### src/rtl/two_cylinder_pneumatic_sequencer_core_defines.svh
// Assertion macros for the two-cylinder sequencer RTL.
// Included by the modules that carry concurrent checks; no other dependencies.
`ifndef TWO_CYLINDER_PNEUMATIC_SEQUENCER_CORE_DEFINES_SVH
`define TWO_CYLINDER_PNEUMATIC_SEQUENCER_CORE_DEFINES_SVH

// Same-cycle implication, disabled while reset is asserted.
`define TCPS_ASSERT_NOW(label, clk, rst_n, ante, cons) \
  label: assert property (@(posedge clk) disable iff (!(rst_n)) (ante) |-> (cons)) \
    else $error("tcps assertion failed");

// Next-cycle implication, disabled while reset is asserted.
`define TCPS_ASSERT_NEXT(label, clk, rst_n, ante, cons) \
  label: assert property (@(posedge clk) disable iff (!(rst_n)) (ante) |=> (cons)) \
    else $error("tcps assertion failed");

`endif

### src/rtl/tcps_pkg.sv
// Shared types and constants for the two-cylinder pneumatic sequencer.
// No dependencies; imported by the cfg regs, phase logic and core.
`default_nettype none
package tcps_pkg;

  localparam int COUNT_BITS_DEF = 20;
  localparam int CFG_BITS       = 20;
  localparam int CFG_IDX_BITS   = 2;

  typedef enum logic [3:0] {
    PH_INIT  = 4'd0,
    PH_1     = 4'd1,
    PH_2     = 4'd2,
    PH_3     = 4'd3,
    PH_4     = 4'd4,
    PH_5     = 4'd5,
    PH_6     = 4'd6,
    PH_7     = 4'd7,
    PH_8     = 4'd8,
    PH_9     = 4'd9,
    PH_FATAL = 4'd10
  } phase_t;

  typedef enum logic [CFG_IDX_BITS-1:0] {
    CFG_TIMEOUT_SHORT = 2'd0,
    CFG_TIMEOUT_LONG  = 2'd1,
    CFG_DELAY_SHORT   = 2'd2,
    CFG_DELAY_LONG    = 2'd3
  } cfg_idx_t;

  localparam logic [CFG_BITS-1:0] TIMEOUT_SHORT_RST = 20'd120000;
  localparam logic [CFG_BITS-1:0] TIMEOUT_LONG_RST  = 20'd200000;
  localparam logic [CFG_BITS-1:0] DELAY_SHORT_RST   = 20'd10;
  localparam logic [CFG_BITS-1:0] DELAY_LONG_RST    = 20'd60;

  typedef struct packed {
    logic [CFG_BITS-1:0] timeout_short;
    logic [CFG_BITS-1:0] timeout_long;
    logic [CFG_BITS-1:0] delay_short;
    logic [CFG_BITS-1:0] delay_long;
  } tcps_thr_t;

  typedef struct packed {
    phase_t phase;
    logic   first_drive;
    logic   second_drive;
  } tcps_ctl_t;

endpackage
`default_nettype wire

### src/rtl/tcps_if.sv
// Valid/ready channel interfaces for the sensor beat and the result beat.
// Depends on nothing but the standard logic type.
`default_nettype none
interface tcps_in_if;
  logic valid;
  logic ready;
  logic first_down;
  logic first_up;
  logic second_down;
  logic second_up;

  modport source (output valid, first_down, first_up, second_down, second_up,
                  input ready);
  modport sink   (input valid, first_down, first_up, second_down, second_up,
                  output ready);
endinterface

interface tcps_out_if;
  logic       valid;
  logic       ready;
  logic       first_valve;
  logic       second_valve;
  logic [3:0] phase_now;
  logic       running;

  modport source (output valid, first_valve, second_valve, phase_now, running,
                  input ready);
  modport sink   (input valid, first_valve, second_valve, phase_now, running,
                  output ready);
endinterface
`default_nettype wire

### src/rtl/tcps_cfg_regs.sv
// Threshold registers written through the plain configuration port.
// Depends on tcps_pkg.
`default_nettype none
module tcps_cfg_regs
  import tcps_pkg::*;
(
  input  wire logic                    clk,
  input  wire logic                    rst_n,
  input  wire logic                    cfg_we,
  input  wire logic [CFG_IDX_BITS-1:0] cfg_idx,
  input  wire logic [CFG_BITS-1:0]     cfg_wdata,
  output tcps_thr_t                    thr
);

  tcps_thr_t thr_r;

  always_ff @(posedge clk) begin
    if (!rst_n) begin
      thr_r.timeout_short <= TIMEOUT_SHORT_RST;
      thr_r.timeout_long  <= TIMEOUT_LONG_RST;
      thr_r.delay_short   <= DELAY_SHORT_RST;
      thr_r.delay_long    <= DELAY_LONG_RST;
    end else if (cfg_we) begin
      unique case (cfg_idx_t'(cfg_idx))
        CFG_TIMEOUT_SHORT: thr_r.timeout_short <= cfg_wdata;
        CFG_TIMEOUT_LONG:  thr_r.timeout_long  <= cfg_wdata;
        CFG_DELAY_SHORT:   thr_r.delay_short   <= cfg_wdata;
        CFG_DELAY_LONG:    thr_r.delay_long    <= cfg_wdata;
        default: ;
      endcase
    end
  end

  assign thr = thr_r;

endmodule
`default_nettype wire

### src/rtl/tcps_phase_logic.sv
// Next-state logic for one tick: valve drives, phase step and counters.
// Depends on tcps_pkg; purely combinational.
`default_nettype none
module tcps_phase_logic
  import tcps_pkg::*;
#(
  parameter int COUNT_BITS = COUNT_BITS_DEF
) (
  input  wire tcps_ctl_t        ctl,
  input  wire logic [COUNT_BITS-1:0] tcnt,
  input  wire logic [COUNT_BITS-1:0] dcnt,
  input  wire tcps_thr_t        thr,
  input  wire logic             first_down,
  input  wire logic             first_up,
  input  wire logic             second_down,
  input  wire logic             second_up,
  output tcps_ctl_t             ctl_nxt,
  output logic [COUNT_BITS-1:0] tcnt_nxt,
  output logic [COUNT_BITS-1:0] dcnt_nxt,
  output logic                  running
);

  localparam int CMP_BITS = (COUNT_BITS > CFG_BITS) ? COUNT_BITS : CFG_BITS;
  localparam logic [COUNT_BITS-1:0] CNT_MAX = '1;

  logic                  active;
  logic                  cond;
  logic [CFG_BITS-1:0]   dly_thr;
  logic [CFG_BITS-1:0]   to_thr;
  phase_t                ph_next;
  phase_t                ph_fail;
  tcps_ctl_t             ctl_set;
  logic                  dly_over;
  logic                  to_over;
  logic [COUNT_BITS-1:0] tcnt_mid;
  logic [COUNT_BITS-1:0] dcnt_mid;

  // Per-phase table: drives on entry, awaited switches, thresholds, targets.
  always_comb begin
    active  = 1'b1;
    cond    = 1'b0;
    dly_thr = thr.delay_long;
    to_thr  = thr.timeout_short;
    ph_next = PH_FATAL;
    ph_fail = PH_FATAL;
    ctl_set = ctl;
    case (ctl.phase)
      PH_1: begin
        ctl_set.first_drive  = 1'b0;
        ctl_set.second_drive = 1'b0;
        cond    = first_down & second_down;
        dly_thr = thr.delay_short;
        ph_next = PH_2;
        ph_fail = PH_6;
      end
      PH_2: begin
        ctl_set.first_drive = 1'b1;
        cond    = first_up;
        ph_next = PH_3;
      end
      PH_3: begin
        ctl_set.second_drive = 1'b1;
        cond    = second_up;
        ph_next = PH_4;
      end
      PH_4: begin
        ctl_set.first_drive = 1'b0;
        cond    = first_down;
        dly_thr = thr.delay_short;
        ph_next = PH_5;
      end
      PH_5: begin
        ctl_set.second_drive = 1'b0;
        cond    = second_down;
        to_thr  = thr.timeout_long;
        ph_next = PH_6;
      end
      PH_6: begin
        ctl_set.first_drive  = 1'b1;
        ctl_set.second_drive = 1'b1;
        cond    = first_up & second_up;
        ph_next = PH_7;
      end
      PH_7: begin
        ctl_set.first_drive = 1'b0;
        cond    = first_down;
        to_thr  = thr.timeout_long;
        ph_next = PH_8;
      end
      PH_8: begin
        ctl_set.first_drive = 1'b1;
        cond    = first_up;
        ph_next = PH_9;
      end
      PH_9: begin
        ctl_set.first_drive = 1'b0;
        cond    = first_down;
        dly_thr = thr.delay_short;
        to_thr  = thr.timeout_long;
        ph_next = PH_1;
      end
      default: active = 1'b0;
    endcase
  end

  assign dly_over = CMP_BITS'(dcnt) > CMP_BITS'(dly_thr);
  assign to_over  = CMP_BITS'(tcnt) > CMP_BITS'(to_thr);

  always_comb begin
    running  = 1'b1;
    ctl_nxt  = ctl;
    tcnt_mid = tcnt;
    dcnt_mid = dcnt;
    if (ctl.phase == PH_INIT) begin
      ctl_nxt.phase = PH_1;
      tcnt_mid      = '0;
      dcnt_mid      = '0;
    end else if (!active) begin
      // fatal and unreachable codes: hold everything but the counters
      running = 1'b0;
    end else begin
      ctl_nxt = ctl_set;
      if (cond) begin
        tcnt_mid = '0;
        if (dly_over) begin
          ctl_nxt.phase = ph_next;
          dcnt_mid      = '0;
        end
      end else if (to_over) begin
        ctl_nxt.phase        = ph_fail;
        ctl_nxt.first_drive  = 1'b0;
        ctl_nxt.second_drive = 1'b0;
        tcnt_mid             = '0;
        dcnt_mid             = '0;
      end
    end
    tcnt_nxt = (tcnt_mid == CNT_MAX) ? tcnt_mid : tcnt_mid + 1'b1;
    dcnt_nxt = (dcnt_mid == CNT_MAX) ? dcnt_mid : dcnt_mid + 1'b1;
  end

endmodule
`default_nettype wire

### src/rtl/two_cylinder_pneumatic_sequencer_core.sv
// Usage
//   in_if  : one beat per tick carrying the four cylinder end switches.
//   out_if : one beat per accepted tick: valve drives, phase after the tick
//            and a running flag (0 when the tick was taken in the fatal phase).
//   cfg_*  : write-only threshold registers (timeout short/long, delay
//            short/long); write them only while no beat is in flight.
// Result beat registered: valid in the cycle after its tick is accepted.
// Throughput: one tick per cycle unless a result beat waits with out_if.ready
// low; the phase/counter update is a single pass of compare-and-count logic
// between the state registers and the result register.
// Stall: while a result beat waits in the output register and out_if.ready
// is low, in_if.ready drops; when out_if.ready is high a new tick is taken
// in the same cycle the waiting beat leaves.
// Reset (rst_n low, synchronous): init phase, counters and drives cleared,
// thresholds back to their defaults, no result pending. The fatal phase is
// left only through reset.
// Files: tcps_pkg, tcps_if, tcps_cfg_regs, tcps_phase_logic, defines header.
`default_nettype none
`include "two_cylinder_pneumatic_sequencer_core_defines.svh"
module two_cylinder_pneumatic_sequencer_core
  import tcps_pkg::*;
#(
  parameter int COUNT_BITS = COUNT_BITS_DEF
) (
  input  wire logic                    clk,
  input  wire logic                    rst_n,
  tcps_in_if.sink                      in_if,
  tcps_out_if.source                   out_if,
  input  wire logic                    cfg_we,
  input  wire logic [CFG_IDX_BITS-1:0] cfg_idx,
  input  wire logic [CFG_BITS-1:0]     cfg_wdata
);

  tcps_thr_t             thr;
  tcps_ctl_t             ctl_r;
  tcps_ctl_t             ctl_nxt;
  logic [COUNT_BITS-1:0] tcnt_r;
  logic [COUNT_BITS-1:0] tcnt_nxt;
  logic [COUNT_BITS-1:0] dcnt_r;
  logic [COUNT_BITS-1:0] dcnt_nxt;
  logic                  running_nxt;
  logic                  in_fire;
  logic                  out_valid_r;
  logic                  out_valid_nxt;
  logic                  first_valve_r;
  logic                  second_valve_r;
  logic [3:0]            phase_now_r;
  logic                  running_r;

  tcps_cfg_regs u_cfg (
    .clk       (clk),
    .rst_n     (rst_n),
    .cfg_we    (cfg_we),
    .cfg_idx   (cfg_idx),
    .cfg_wdata (cfg_wdata),
    .thr       (thr)
  );

  tcps_phase_logic #(
    .COUNT_BITS (COUNT_BITS)
  ) u_logic (
    .ctl         (ctl_r),
    .tcnt        (tcnt_r),
    .dcnt        (dcnt_r),
    .thr         (thr),
    .first_down  (in_if.first_down),
    .first_up    (in_if.first_up),
    .second_down (in_if.second_down),
    .second_up   (in_if.second_up),
    .ctl_nxt     (ctl_nxt),
    .tcnt_nxt    (tcnt_nxt),
    .dcnt_nxt    (dcnt_nxt),
    .running     (running_nxt)
  );

  // Take a tick whenever the result register is empty or draining this cycle.
  assign in_if.ready   = !out_valid_r || out_if.ready;
  assign in_fire       = in_if.valid && in_if.ready;
  assign out_valid_nxt = in_fire || (out_valid_r && !out_if.ready);

  always_ff @(posedge clk) begin
    if (!rst_n) begin
      ctl_r.phase        <= PH_INIT;
      ctl_r.first_drive  <= 1'b0;
      ctl_r.second_drive <= 1'b0;
      tcnt_r             <= '0;
      dcnt_r             <= '0;
      out_valid_r        <= 1'b0;
    end else begin
      out_valid_r <= out_valid_nxt;
      if (in_fire) begin
        ctl_r  <= ctl_nxt;
        tcnt_r <= tcnt_nxt;
        dcnt_r <= dcnt_nxt;
      end
    end
  end

  // Result payload: load on accept, hold while stalled.
  always_ff @(posedge clk) begin
    if (in_fire) begin
      first_valve_r  <= ctl_nxt.first_drive;
      second_valve_r <= ctl_nxt.second_drive;
      phase_now_r    <= ctl_nxt.phase;
      running_r      <= running_nxt;
    end
  end

  assign out_if.valid        = out_valid_r;
  assign out_if.first_valve  = first_valve_r;
  assign out_if.second_valve = second_valve_r;
  assign out_if.phase_now    = phase_now_r;
  assign out_if.running      = running_r;

  `TCPS_ASSERT_NEXT(a_fatal_sticks, clk, rst_n,
    ctl_r.phase == PH_FATAL, ctl_r.phase == PH_FATAL)
  `TCPS_ASSERT_NOW(a_fatal_valves_off, clk, rst_n,
    ctl_r.phase == PH_FATAL, !ctl_r.first_drive && !ctl_r.second_drive)
  `TCPS_ASSERT_NEXT(a_fatal_tick_not_running, clk, rst_n,
    in_fire && ctl_r.phase == PH_FATAL, out_valid_r && !running_r)
  `TCPS_ASSERT_NEXT(a_init_goes_to_one, clk, rst_n,
    in_fire && ctl_r.phase == PH_INIT,
    ctl_r.phase == PH_1 && tcnt_r == COUNT_BITS'(1) && dcnt_r == COUNT_BITS'(1))

endmodule
`default_nettype wire

### src/flat_wrapper.sv
// flat-port wrapper written by rule: the top's interface ports become plain ports
module two_cylinder_pneumatic_sequencer_core_flat import tcps_pkg::*;
#(
  parameter int COUNT_BITS = COUNT_BITS_DEF
)
  (clk, rst_n, cfg_we, cfg_idx, cfg_wdata, in_if_valid, in_if_first_down, in_if_first_up, in_if_second_down, in_if_second_up, in_if_ready, out_if_valid, out_if_first_valve, out_if_second_valve, out_if_phase_now, out_if_running, out_if_ready);
  tcps_in_if in_if_i ();
  tcps_out_if out_if_i ();
  input  wire logic clk;
  input  wire logic rst_n;
  input  wire logic cfg_we;
  input  wire logic [CFG_IDX_BITS-1:0] cfg_idx;
  input  wire logic [CFG_BITS-1:0] cfg_wdata;
  input wire logic [$bits(in_if_i.valid)-1:0] in_if_valid;
  input wire logic [$bits(in_if_i.first_down)-1:0] in_if_first_down;
  input wire logic [$bits(in_if_i.first_up)-1:0] in_if_first_up;
  input wire logic [$bits(in_if_i.second_down)-1:0] in_if_second_down;
  input wire logic [$bits(in_if_i.second_up)-1:0] in_if_second_up;
  output wire logic [$bits(in_if_i.ready)-1:0] in_if_ready;
  output wire logic [$bits(out_if_i.valid)-1:0] out_if_valid;
  output wire logic [$bits(out_if_i.first_valve)-1:0] out_if_first_valve;
  output wire logic [$bits(out_if_i.second_valve)-1:0] out_if_second_valve;
  output wire logic [$bits(out_if_i.phase_now)-1:0] out_if_phase_now;
  output wire logic [$bits(out_if_i.running)-1:0] out_if_running;
  input wire logic [$bits(out_if_i.ready)-1:0] out_if_ready;
  assign in_if_i.valid = in_if_valid;
  assign in_if_i.first_down = in_if_first_down;
  assign in_if_i.first_up = in_if_first_up;
  assign in_if_i.second_down = in_if_second_down;
  assign in_if_i.second_up = in_if_second_up;
  assign in_if_ready = in_if_i.ready;
  assign out_if_valid = out_if_i.valid;
  assign out_if_first_valve = out_if_i.first_valve;
  assign out_if_second_valve = out_if_i.second_valve;
  assign out_if_phase_now = out_if_i.phase_now;
  assign out_if_running = out_if_i.running;
  assign out_if_i.ready = out_if_ready;
  two_cylinder_pneumatic_sequencer_core #(.COUNT_BITS(COUNT_BITS)) u_core (.clk(clk), .rst_n(rst_n), .in_if(in_if_i), .out_if(out_if_i), .cfg_we(cfg_we), .cfg_idx(cfg_idx), .cfg_wdata(cfg_wdata));
endmodule
### config.mk
export PLATFORM = sky130hd
export DESIGN_NAME = two_cylinder_pneumatic_sequencer_core_flat
export DESIGN_NICKNAME = d
export VERILOG_FILES = /design/src/rtl/tcps_pkg.sv /design/src/rtl/tcps_if.sv /design/src/rtl/tcps_cfg_regs.sv /design/src/rtl/tcps_phase_logic.sv /design/src/rtl/two_cylinder_pneumatic_sequencer_core.sv /design/src/flat_wrapper.sv
export VERILOG_INCLUDE_DIRS = /design/src /design/src/rtl
export SDC_FILE = /design/constraint.sdc
export NUM_CORES = 1
export LEC_CHECK = 0
export BUFFER_PORTS_ARGS = -buffer_cell sky130_fd_sc_hd__clkbuf_2
export CAP_MARGIN = 5
export CORE_ASPECT_RATIO = 1.1
export CORE_MARGIN = 2
export CORE_UTILIZATION = 25
export CTS_BUF_LIST = sky130_fd_sc_hd__clkbuf_8
export DETAILED_ROUTE_END_ITERATION = 6
export PLACE_DENSITY = 0.36
export SYNTH_ARGS = -nofsm -noshare
export SYNTH_HDL_FRONTEND = slang
export SYNTH_SLANG_ARGS = --single-unit
### constraint.sdc
create_clock -name clk -period 5.7 [get_ports clk]
set_input_delay 0.285 -clock clk [delete_from_list [all_inputs] [get_ports clk]]
set_output_delay 0.285 -clock clk [all_outputs]
set_load 0.02 [all_outputs]
* After elaboration in Yosys (flattened, before gate mapping)
Cells that the tools add are included.
Word-level totals: bits in registers 134, input port bits 31, output and inout bits 9, word-level logic and storage cells 82
Cells by class: add/subtract/negate cells 2, $lt $le $gt $ge 2, equal/unequal tests 14, multiplexer cells 27, bitwise logic cells 2, reductions and logical operators 21
Operator list (count):
- $mux W20 | 13
- $add A20 B1 Y20 const B | 2
- $eq A20 B20 Y1 const B | 2
- $gt A20 B20 Y1 | 2
- $pmux W4 S9 | 1
- $eq A4 B3 Y1 const B | 4
- $mux W4 | 4
- $mux W6 | 2
- $reduce_or A3 Y1 | 4
- $reduce_or A9 Y1 | 1
- $eq A4 B2 Y1 const B | 2
- $eq A4 B4 Y1 const B | 2
- $reduce_and A2 Y1 | 4
- $pmux W1 S6 | 1
- $reduce_or A2 Y1 | 3
- $eq A2 B2 Y1 const B | 2
- $eq A4 B1 Y1 const B | 1
- $logic_not A4 Y1 | 1
- $mux W2 | 2
- $pmux W1 S2 | 2
- $reduce_or A4 Y1 | 1
- $and A1 B1 Y1 | 2
- $eq A2 B1 Y1 const B | 1
- $logic_and A1 B1 Y1 | 2
- other kinds (4) | 7

* Logic depth before layout (Yosys ltp)
Gate-level depths: netlist (run 1).
word-level depth 10, depth in mapped cells 26

* Cells and area by module
A second synthesis (run 1) with hierarchy kept.
Unflattened totals: cell total of the unflattened synthesis 922, area total of the unflattened synthesis 8102.8 um2
By module, submodules not included:
- tcps_cfg_regs | times used 1, cells an instance 309, area each 3135.5 um2, seq. area each 1601.5 um2
- tcps_phase_logic | times used 1, cells an instance 402, area each 2884.0 um2, seq. area each 0.0 um2
- two_cylinder_pneumatic_sequencer_core | times used 1, cells an instance 211, area each 2083.2 um2, seq. area each 1151.1 um2

* Least setup slack after synthesis (run 1)
OpenSTA, ideal clock, no wires.
kind register to register, from reg u_core.ctl_r[4] (netlist name), to reg u_core.dcnt_r[12], arrival 4962 ps, setup slack 613 ps, cell stages (with the launch flop) 26, buffers on the path 4, cell sequence dfxtp_1 > buf_2 > inv_1 > nor2_1 > nand2_1 > a21oi_1 > buf_1 > mux2i_1 > ha_1 > nand4_1 > or4_1 > a21o_1 > nand4b_1 > nand2_2 > o221a_1 > buf_6 > buf_2 > and2_1 > ha_1 > nand4_1 > nor3_1 > nand2b_1 > nor2_1 > nand4_1 > a31oi_1 > o22ai_1
Between the ends: longest elaborated chain between the ends 10, elaborated cells on any way between the ends 29, those cells by class add/sub: 1; order compare: 2; eq/ne: 10; mux: 10; reduce/logical: 6
RTL lines:
- start: declaration | line two_cylinder_pneumatic_sequencer_core.sv:35 | tcps_ctl_t ctl_r;
- start signal: assignment | line two_cylinder_pneumatic_sequencer_core.sv:92 | ctl_r <= ctl_nxt;
- $eq A4 B4 Y1, or another cell as far along | line tcps_phase_logic.sv:47 | case (ctl.phase)
- $reduce_or A3 Y1 (no source line)
- $mux W20 | line tcps_phase_logic.sv:47
- $gt A20 B20 Y1 (on tied branches) | line tcps_phase_logic.sv:107, tcps_phase_logic.sv:106
- $mux W20 (on tied branches) | line tcps_phase_logic.sv:129, tcps_phase_logic.sv:125
- $mux W20 | line tcps_phase_logic.sv:123 | if (cond) begin
- $mux W20 | line tcps_phase_logic.sv:118 | end else if (!active) begin
- $mux W20 (*) | line tcps_phase_logic.sv:114 | if (ctl.phase == PH_INIT) begin
- $add A20 B1 Y20 or $eq A20 B20 Y1 (tied branches) | line tcps_phase_logic.sv:138 | dcnt_nxt = (dcnt_mid == CNT_MAX) ? dcnt_mid : dcnt_mid + 1'b1;
- $mux W20 (*) | line tcps_phase_logic.sv:138
- end signal: assignment | line two_cylinder_pneumatic_sequencer_core.sv:94 | dcnt_r <= dcnt_nxt;
- end: declaration | line two_cylinder_pneumatic_sequencer_core.sv:39 | logic [COUNT_BITS-1:0] dcnt_r;
Every way passes the cells marked *; elsewhere a longest branch is shown, timed or not. A chain may end at the register's enable or synchronous reset.

* Worst setup path after layout (run 1)
from reg u_core.ctl_r[4] (netlist name), to reg u_core.dcnt_r[5]
Same word-level chain as after synthesis.

==> results of run 1 <==
[flip-flops by register name (all words and copies together), names as in the netlist]
signal                      count
u_core.out_if.running           1
u_core.tcnt_r                  20
u_core.ctl_r                    6
u_core.dcnt_r                  20
u_core.out_if.phase_now         4
u_core.out_if.valid             1
u_core.out_if.second_valve      1
u_core.out_if.first_valve       1
u_core.u_cfg.thr               80
[logic make-up (layout without fill, tap and decap cells)]
| family | count (synthesis) | count (layout) | share of synthesized area (%) |
|---|---|---|---|
| AOI/OAI and AO/OA | 207 | 207 | 17.5 |
| xor gates and xnor gates | 1 | 1 | 0.118 |
| adders and majority gates | 42 | 42 | 7.05 |
| buffers and inverters | 80 | 113 | 4.63 |
| DFF | 134 | 134 | 36.9 |
| muxes | 45 | 45 | 6.08 |
| and+or+nand+nor | 440 | 440 | 27.7 |
[layout make-up]
class / count / area share [%]
clock inverter: 14 / 1.62
sequential: 134 / 32.7
multi-input combinational: 735 / 51.9
tap: 374 / 5.55
clock buffer: 18 / 2.94
inverter: 22 / 0.980
timing repair buffer: 59 / 4.39
[cell usage after synthesis (all sizes together) (6+ instances only)]
library cell | count | area share (%)
nand2 | 230 | 12
dfxtp | 127 | 34
a21oi | 98 | 6.6
nand3 | 55 | 3.7
mux2i | 43 | 5.8
ha | 42 | 7.1
clkbuf | 40 | 2.0
nor2 | 37 | 1.9
nand4 | 29 | 2.4
o21ai | 28 | 1.9
a31oi | 22 | 1.8
inv | 21 | 1.1
buf | 18 | 1.5
nor3 | 16 | 1.1
and3 | 9 | 0.76
and4 | 9 | 1.1
nor4 | 9 | 0.76
or4 | 9 | 0.91
a211oi | 8 | 0.81
and2 | 8 | 0.67
o22ai | 8 | 0.67
edfxtp | 7 | 2.8
nand2b | 7 | 0.59
a221oi | 6 | 0.79
nor2b | 6 | 0.50
o31ai | 6 | 0.60
[power by group]
group | total, mW | leakage [nW] | internal, mW | switching (mW)
clock network | 0.814 | 0.203 | 0.396 | 0.419
registers | 0.988 | 1.10 | 0.971 | 0.0168
logic | 0.262 | 1.90 | 0.0855 | 0.177
[worst min-delay path, cell delays in order]
cell	delay [ns]
clkbuf_2	0.09
inv_1	0.04
a21oi_1	0.05
[worst paths after layout]
| check | startpoint | to | slack, ns | cells after the start |
|---|---|---|---|---|
| max | u_core.ctl_r[4] | u_core.dcnt_r[5] | 0.43 | 22 |
| min | in_if_valid | u_core.out_if.valid | 0.05 | 3 |
| max reg2reg | u_core.ctl_r[4] | u_core.dcnt_r[5] | 0.43 | 22 |
| min reg2reg | u_core.u_cfg.thr[19] | u_core.u_cfg.thr[19] | 0.46 | 2 |
[cell usage in the layout (no fill, tap or decap), drive strengths merged, types with 7 or more instances in the layout]
cell | Yosys | routed
a211oi | 8 | 8
a21oi | 98 | 98
a31oi | 22 | 22
and2 | 8 | 8
and3 | 9 | 9
and4 | 9 | 9
buf | 18 | 20
clkbuf | 40 | 57
clkinv | 1 | 11
dfxtp | 127 | 127
edfxtp | 7 | 7
ha | 42 | 42
inv | 21 | 22
mux2i | 43 | 43
nand2 | 230 | 230
nand2b | 7 | 7
nand3 | 55 | 55
nand4 | 29 | 29
nor2 | 37 | 37
nor3 | 16 | 16
nor4 | 9 | 9
o21ai | 28 | 28
o22ai | 8 | 8
or4 | 9 | 9
[what timing repair did]
| item | 4_1_cts | 5_1_grt |
|---|---|---|
| resized for setup | 0 | 1 |
| setup endpoints to repair | 0 | 1 |
| buffers inserted | 0 | 0 |
| hold endpoints to repair | 0 | 0 |
[routing by layer]
layer / global-route usage (%) / part of all wire [%] / vias to the layer above
li1: - / - / 3468
met1: 23.4 / 52 / 3219
met2: 25.3 / 44 / 119
met3: 2.24 / 2.9 / 17
met4: 4.72 / 1.2 / 0
met5: 0 / 0 / -
[per-stage QoR]
| step | setup WS (ns) | hold slack [ns] |
|---|---|---|
| 2_1_floorplan | 0.613 | 0.409 |
| 3_3_place_gp | 0.637 | 0.441 |
| 3_5_place_dp | 0.500 | 0.447 |
| 4_1_cts | 0.469 | 0.0210 |
| 5_1_grt | 0.0129 | 0.0413 |
| 6_report | 0.435 | 0.0505 |
==> impl_metrics.csv, run 1 <==
group,metric,value,unit
timing,tns,0,ns
worst_setup_path,crit_arrival,5.61,ns
logic_synthesis,synth.avg_cell_area,7.85,um^2
timing,hold_viol,0,
worst_setup_path,path_class,"flip-flop to flip-flop",
drt,wire_per_inst,18.0,um
floorplanning,core_area,0.0295,mm^2
place,portBuffers,39,
worst_setup_path,crit_buf_inv,3,
logic_synthesis,ys_seq_elements,134,
worst_setup_path,crit_family,"simple AND/OR/NAND/NOR gates",
logic_synthesis,ys_async_sr_fraction,0,%
drt,wl,24400,um
logic_synthesis,synth_flop_cell,"dfxtp_1",
logic_synthesis,ys_seq_area_share,36.9,%
logic_synthesis,mappedNetlistNets,1022,
global_route,track_usage,16.2,%
power_and_ir_drop,irDropWorstVdd,0.112,mV
cts,ctsHoldBuffers,0,
logic_synthesis,ys_types,65,
status,status,"completed",
global_route,grt_max_degree,61,
power_and_ir_drop,cellLeakagePower,3.20,nW
logic_synthesis,synth_edf_count,7,
floorplanning,die-area,0.0312,mm^2
timing,worst_pin_slew,0.975,ns
layout,drive_gt1_share,11.9,%
timing,fmax,190,MHz
worst_setup_path,worst_ep_required_time,6.04,ns
job,drv_cap,0,
timing,fin_worst_skew,0.0137,ns
layout,antenna_cells,0,
timing,fin_crit,5.27,ns
cts,cts_max_level,4,
layout,regArea,0.00275,mm^2
power_and_ir_drop,p_per_area,245,mW/mm^2
cts,clock_latency,0.47,ns
drt,route.detailed.drc,0,
floorplanning,initial_core_util,25.3,%
floorplanning,dieWidth,169,um
layout,multiInputGateArea,0.00437,mm^2
worst_setup_path,crit_chain,"inv_1 -> nor2_1 -> nand2_1 -> a21oi_2 -> buf_12 -> mux2i_1 -> ha_1 -> nand4_1 -> or4_1 -> a21o_1 -> nand4b_1 -> nand2_2 -> o221a_1 -> and2_1 -> ha_1 -> nand4_1 -> nor3_1 -> buf_4 -> nor3_1 -> nand3_1 -> a31oi_1 -> o22ai_1",
drt,antenna_left,0,
place,hpwl,16900,um
floorplanning,pin_count,40,
worst_setup_path,start_kind,"flip-flop",
logic_synthesis,synthesis.area,0.00745,mm^2
timing,finalSetupViolCount,0,
layout,final_cell_count_no_fill,1356,
floorplanning,dieHeight,185,um
layout,finalNetCount,1042,
layout,syn_to_final_growth,13.1,%
global_route,grt_overflow,0,
timing,rsz0062_at_grt,"no",
logic_synthesis,syn_inst,949,
floorplanning,num_rows,66,
worst_setup_path,max_stage_delay,0.58,ns
cts,clock-sinks,134,
timing,drv_slew,0,
power_and_ir_drop,p_total,2.06,mW
cts,cts_made_buffers,17,
global_route,antenna_found_initial,0,
cts,root_buffer,"clkbuf_8",
drt,via_count,6823,
layout,postLayoutCoreUtil,28.6,%
worst_setup_path,critPathSlowestCell,"or4_1",
cts,clkTransAtPathRegs,0.09,ns
worst_setup_path,cp_max_fo,20,
worst_setup_path,crit_path_end_kind,"flip-flop",
timing,maxSlewHeadroom,35.0,%
global_route,grt_pass1_vias,6607,
drt,firstDrtPassIters,4,
drt,viasPerCell,5.03,
layout,fillers,3192,
drt,first_iter_violations,371,
cts,cts_tree,"done",
place,placed_cell_area,0.00804,mm^2
place,place_inst,1324,
timing,min_period_over_period,92.4,%
global_route,grt_pass1_wl,39100,um
cts,clock_path_buffers,2,
logic_synthesis,yosysWarnings,0,
layout,fin_area,0.00843,mm^2
worst_hold_path,min_path_type,"primary input to flip-flop",
place,gp_congestion,0.762,
Power figures use the tool's default switching activity.
==> inputs of run 2 (changes only) <==
--- a/config.mk
+++ b/config.mk
@@ -8,11 +8,11 @@
 export LEC_CHECK = 0
 export BUFFER_PORTS_ARGS = -buffer_cell sky130_fd_sc_hd__clkbuf_2
 export CAP_MARGIN = 5
-export CORE_ASPECT_RATIO = 1.1
 export CORE_MARGIN = 2
 export CORE_UTILIZATION = 25
 export CTS_BUF_LIST = sky130_fd_sc_hd__clkbuf_8
 export DETAILED_ROUTE_END_ITERATION = 6
+export MAX_ROUTING_LAYER = met4
 export PLACE_DENSITY = 0.36
 export SYNTH_ARGS = -nofsm -noshare
 export SYNTH_HDL_FRONTEND = slang
==> impl_metrics.csv, run 2 (synthesis gave the netlist of run 1 again) <==
group,metric,value,unit
status,status,"completed",
timing,rsz0062_at_grt,"no",
layout,largest_reg_flops,80,
timing,fmax,188,MHz
cts,cts_max_level,4,
power_and_ir_drop,cellLeakagePower,3.24,nW
floorplanning,initial_core_util,25.3,%
power_and_ir_drop,p_per_area,260,mW/mm^2
timing,min_period_over_period,93.2,%
drt,wire_per_inst,17.7,um
worst_setup_path,cp_max_fo,20,
timing,worst_pin_slew,0.957,ns
worst_setup_path,crit_path_end_kind,"flip-flop",
floorplanning,core_area,0.0295,mm^2
timing,hold_viol,0,
power_and_ir_drop,irDropWorstVdd,0.111,mV
power_and_ir_drop,p_total,2.22,mW
cts,clkTransAtPathRegs,0.08,ns
worst_hold_path,min_path_type,"primary input to flip-flop",
drt,viasPerCell,4.96,
global_route,grt_pass1_wl,38800,um
layout,final_cell_mix,"nand2_1, dfxtp_1, a21oi_1, nand3_1, mux2i_1",
cts,root_buffer,"clkbuf_8",
layout,antenna_cells,0,
cts,clock-sinks,134,
worst_setup_path,worst_ep_required_time,6.00,ns
cts,clock_path_buffers,2,
timing,drv_slew,0,
place,place_inst,1342,
layout,final_common_cell,"nand2_1",
layout,finalNetCount,1044,
job,drv_cap,0,
drt,wl,24300,um
global_route,antenna_found_initial,0,
cts,cts_tree,"done",
floorplanning,num_rows,63,
global_route,track_usage,16.5,%
drt,route.detailed.drc,0,
floorplanning,die-area,0.0312,mm^2
layout,syn_to_final_growth,14.7,%
layout,final_cell_count_no_fill,1374,
timing,fin_crit,5.31,ns
global_route,grt_pass1_vias,6422,
timing,maxSlewHeadroom,36.0,%
timing,tns,0,ns
floorplanning,pin_count,40,
cts,post_cts_buffers,0,
worst_setup_path,path_class,"flip-flop to flip-flop",
global_route,grt_max_degree,60,
drt,via_count,6819,
drt,firstDrtPassIters,5,
timing,finalSetupViolCount,0,
cts,cts_made_buffers,17,
layout,drive_gt1_share,12.2,%
drt,first_iter_violations,518,
cts,clock_latency,0.45,ns
place,gp_congestion,0.789,
floorplanning,dieHeight,177,um
global_route,grt_overflow,0,
worst_setup_path,crit_arrival,5.61,ns
floorplanning,dieWidth,177,um
drt,antenna_left,0,
place,portBuffers,39,
timing,fin_worst_skew,0.0234,ns
place,hpwl,17000,um
worst_setup_path,start_kind,"flip-flop",
## run 2: worst max-delay path, cell delays in order (launching register included)
cell	delay, ns
dfxtp_1	0.50
buf_4	0.21
inv_1	0.10
nor2_1	0.16
nand2_1	0.08
a21oi_2	0.21
buf_12	0.22
mux2i_1	0.11
ha_1	0.30
nand4_1	0.16
or4_1	0.62
a21o_1	0.18
nand4b_1	0.25
nand2_2	0.21
o221a_1	0.33
and2_1	0.17
ha_1	0.20
nand4_1	0.09
nor3_1	0.05
buf_4	0.17
nand2b_1	0.15
nor2_1	0.27
nor2_1	0.08
o21ai_0	0.20
o211ai_1	0.12
## run 2: power breakdown
group	total, mW	leakage [nW]	internal (mW)	switching, mW
combinational	0.263	1.91	0.0868	0.176
sequential	0.987	1.10	0.971	0.0163
clock	0.973	0.234	0.533	0.440
## run 2: layout make-up
type                    count  area [um^2]
clock buffers              17          234
clock inverters            15          239
fillers                  3256        20900
inverters                  22         82.6
multi-input cells         735         4370
flip-flops and latches    134         2750
well taps                 390          488
repair buffers             61          385
## run 2: path summary, 6_finish.rpt
check	start	end	slack [ns]	cells after the start
max	u_core.ctl_r[4]	u_core.dcnt_r[6]	0.39	24
min	in_if_valid	u_core.out_if.valid	0.07	3
max reg2reg	u_core.ctl_r[4]	u_core.dcnt_r[6]	0.39	24
min reg2reg	u_core.u_cfg.thr[17]	u_core.u_cfg.thr[17]	0.46	2
## run 2: timing repair
action | in CTS | in global routing
endpoints found under the setup margin | 0 | 3
hold buffers | 0 | 0
gates resized for setup | 0 | 1
## run 2: metal layers
| metal | share of wire, % | GRT usage (%) | wire length [um] |
|---|---|---|---|
| met3 | 2.7 | 2.30 | 664 |
| met2 | 42 | 23.5 | 10300 |
| met4 | 0.87 | 3.51 | 212 |
| met1 | 54 | 24.5 | 13200 |
| met5 | 0 | - | 0 |
## run 2: per-stage QoR
stage                     setup WS [ns]  hold slack (ns)  util (%)  instance area (um^2)
after floorplan                   0.613            0.409         -                  7450
after global placement            0.508            0.443      27.4                  8070
after detailed placement          0.400            0.446      27.4                  8070
after CTS                         0.361           0.0328      29.0                  8550
after global routing            0.00646           0.0589      29.0                  8550
final                             0.387           0.0661      29.0                  8550
==> inputs of run 3 (changes only) <==
--- a/config.mk
+++ b/config.mk
@@ -9,11 +9,10 @@
 export BUFFER_PORTS_ARGS = -buffer_cell sky130_fd_sc_hd__clkbuf_2
 export CAP_MARGIN = 5
 export CORE_MARGIN = 2
-export CORE_UTILIZATION = 25
+export CORE_UTILIZATION = 40
 export CTS_BUF_LIST = sky130_fd_sc_hd__clkbuf_8
 export DETAILED_ROUTE_END_ITERATION = 6
 export MAX_ROUTING_LAYER = met4
-export PLACE_DENSITY = 0.36
 export SYNTH_ARGS = -nofsm -noshare
 export SYNTH_HDL_FRONTEND = slang
 export SYNTH_SLANG_ARGS = --single-unit
==> impl_metrics.csv, run 3 (synthesis gave the netlist of run 1 again) <==
group,metric,value,unit
power_and_ir_drop,cellLeakagePower,3.19,nW
timing,fin_ws,0.539,ns
layout,antenna_cells,0,
layout,finalNetCount,1038,
floorplanning,pin_count,40,
power_and_ir_drop,irDropWorstVdd,0.154,mV
status,status,"completed",
layout,final_common_cell,"nand2_1",
power_and_ir_drop,p_comb_share,12.3,%
worst_setup_path,crit_path_end_kind,"flip-flop",
layout,largest_reg_flops,80,
floorplanning,die-area,0.0197,mm^2
cts,cts_max_level,4,
drt,via_count,6815,
worst_setup_path,cp_max_fo,20,
cts,clock_path_buffers,2,
timing,hold_ws,0.0714,ns
place,portBuffers,39,
place,hpwl,13900,um
job,drv_cap,0,
cts,clock-sinks,134,
layout,multiInputGateArea,0.00438,mm^2
layout,drive_gt1_share,11.8,%
drt,route.detailed.drc,0,
drt,firstDrtPassIters,5,
timing,drv_slew,0,
power_and_ir_drop,switching_power,585,uW
cts,root_buffer,"clkbuf_8",
power_and_ir_drop,p_clk_share,39.4,%
drt,wl,20000,um
worst_setup_path,worst_ep_required_time,6.03,ns
layout,regArea,0.00275,mm^2
timing,tns,0,ns
global_route,antenna_found_initial,0,
timing,worst_pin_slew,0.843,ns
power_and_ir_drop,p_int,1.46,mW
power_and_ir_drop,p_per_area,248,mW/mm^2
floorplanning,core_area,0.0181,mm^2
place,place_ws,0.322,ns
power_and_ir_drop,sw_frac_of_total,28.6,%
layout,fin_area,0.00824,mm^2
timing,fin_worst_skew,0.0138,ns
global_route,grt_max_degree,59,
timing,hold_viol,0,
worst_setup_path,crit_arrival,5.49,ns
timing,min_period_over_period,90.5,%
timing,fmax,194,MHz
cts,clkTransAtPathRegs,0.08,ns
drt,wire_per_inst,16.6,um
timing,maxSlewHeadroom,43.6,%
worst_setup_path,start_kind,"flip-flop",
floorplanning,dieWidth,141,um
layout,final_cell_count_no_fill,1207,
layout,postLayoutCoreUtil,45.4,%
drt,antenna_left,0,
worst_hold_path,min_path_type,"primary input to flip-flop",
layout,final_cell_mix,"nand2_1, dfxtp_1, a21oi_1, nand3_1, mux2i_1",
place,gp_congestion,0.859,
floorplanning,dieHeight,141,um
drt,viasPerCell,5.65,
floorplanning,initial_core_util,41.1,%
layout,syn_to_final_growth,10.6,%
power_and_ir_drop,p_total,2.04,mW
timing,rsz0062_at_grt,"no",
floorplanning,num_rows,49,
global_route,grt_overflow,0,
place,place_inst,1175,
cts,clock_latency,0.45,ns
global_route,track_usage,21.4,%
layout,fillers,1869,
power_and_ir_drop,seq_power_share,48.3,%
timing,finalSetupViolCount,0,
place,placed_cell_area,0.00783,mm^2
global_route,grt_pass1_wl,33100,um
worst_setup_path,path_class,"flip-flop to flip-flop",
drt,first_iter_violations,529,
timing,fin_crit,5.16,ns
cts,cts_made_buffers,17,
global_route,grt_pass1_vias,6163,
cts,cts_tree,"done",
==> run 3: cell types whose count changed in the layout (fill, tap and decap cells not counted), sizes merged <==
| cell | delta |
|---|---|
| buf | -6 |
| bufinv | -3 |
| clkinv | +3 |
| clkbuf | +1 |
| inv | -1 |
==> run 3: cell type report <==
type,instances,area share [%]
clock buffers,18,3.01
clock inverters,14,1.84
inverters,22,1.00
multi-input cells,735,53.1
flip-flops and latches,134,33.4
well taps,229,3.48
repair buffers,55,4.13
==> run 3: metal layers <==
metal / routed length [um] / global-route usage, %
met3: 913 / 3.38
met5: 0 / -
met4: 201 / 5.16
met2: 8860 / 31.1
met1: 10100 / 31.2
==> run 3: power groups by stage <==
stage	logic (mW)	registers, mW	clock network, mW
6_report	0.251	0.988	0.806
5_1_grt	0.278	0.992	0.868
4_1_cts	0.251	0.988	0.824
3_5_place_dp	0.250	1.01	0
3_3_place_gp	0.248	1.01	0
2_1_floorplan	0.174	1.01	0
==> run 3: final timing paths <==
kind,cells past startpoint,start,slack (ns),end
min,3,in_if_valid,0.07,u_core.out_if.valid
max,20,u_core.ctl_r[2],0.54,u_core.dcnt_r[12]
min reg2reg,2,u_core.u_cfg.thr[45],0.45,u_core.u_cfg.thr[45]
max reg2reg,20,u_core.ctl_r[2],0.54,u_core.dcnt_r[12]
==> run 3: worst max-delay path, cell delays in order (launching register included) <==
cell,delay (ns)
dfxtp_1,0.64
nand2b_1,0.22
a21oi_2,0.25
buf_12,0.22
mux2i_1,0.27
ha_1,0.16
nand4_1,0.17
or4_1,0.58
a21o_1,0.18
nand4b_1,0.22
nand2_2,0.18
o221a_1,0.34
and2_1,0.18
ha_1,0.28
nand4_1,0.18
nor3_4,0.08
nand2b_1,0.18
nor2_1,0.27
nand4_1,0.15
a31oi_1,0.19
o22ai_1,0.09
==> run 3: repair_timing <==
item                       CTS  global route
gates resized for setup      0             4
buffers inserted             0             0
hold buffers                 0             0
setup endpoints to repair    0            19
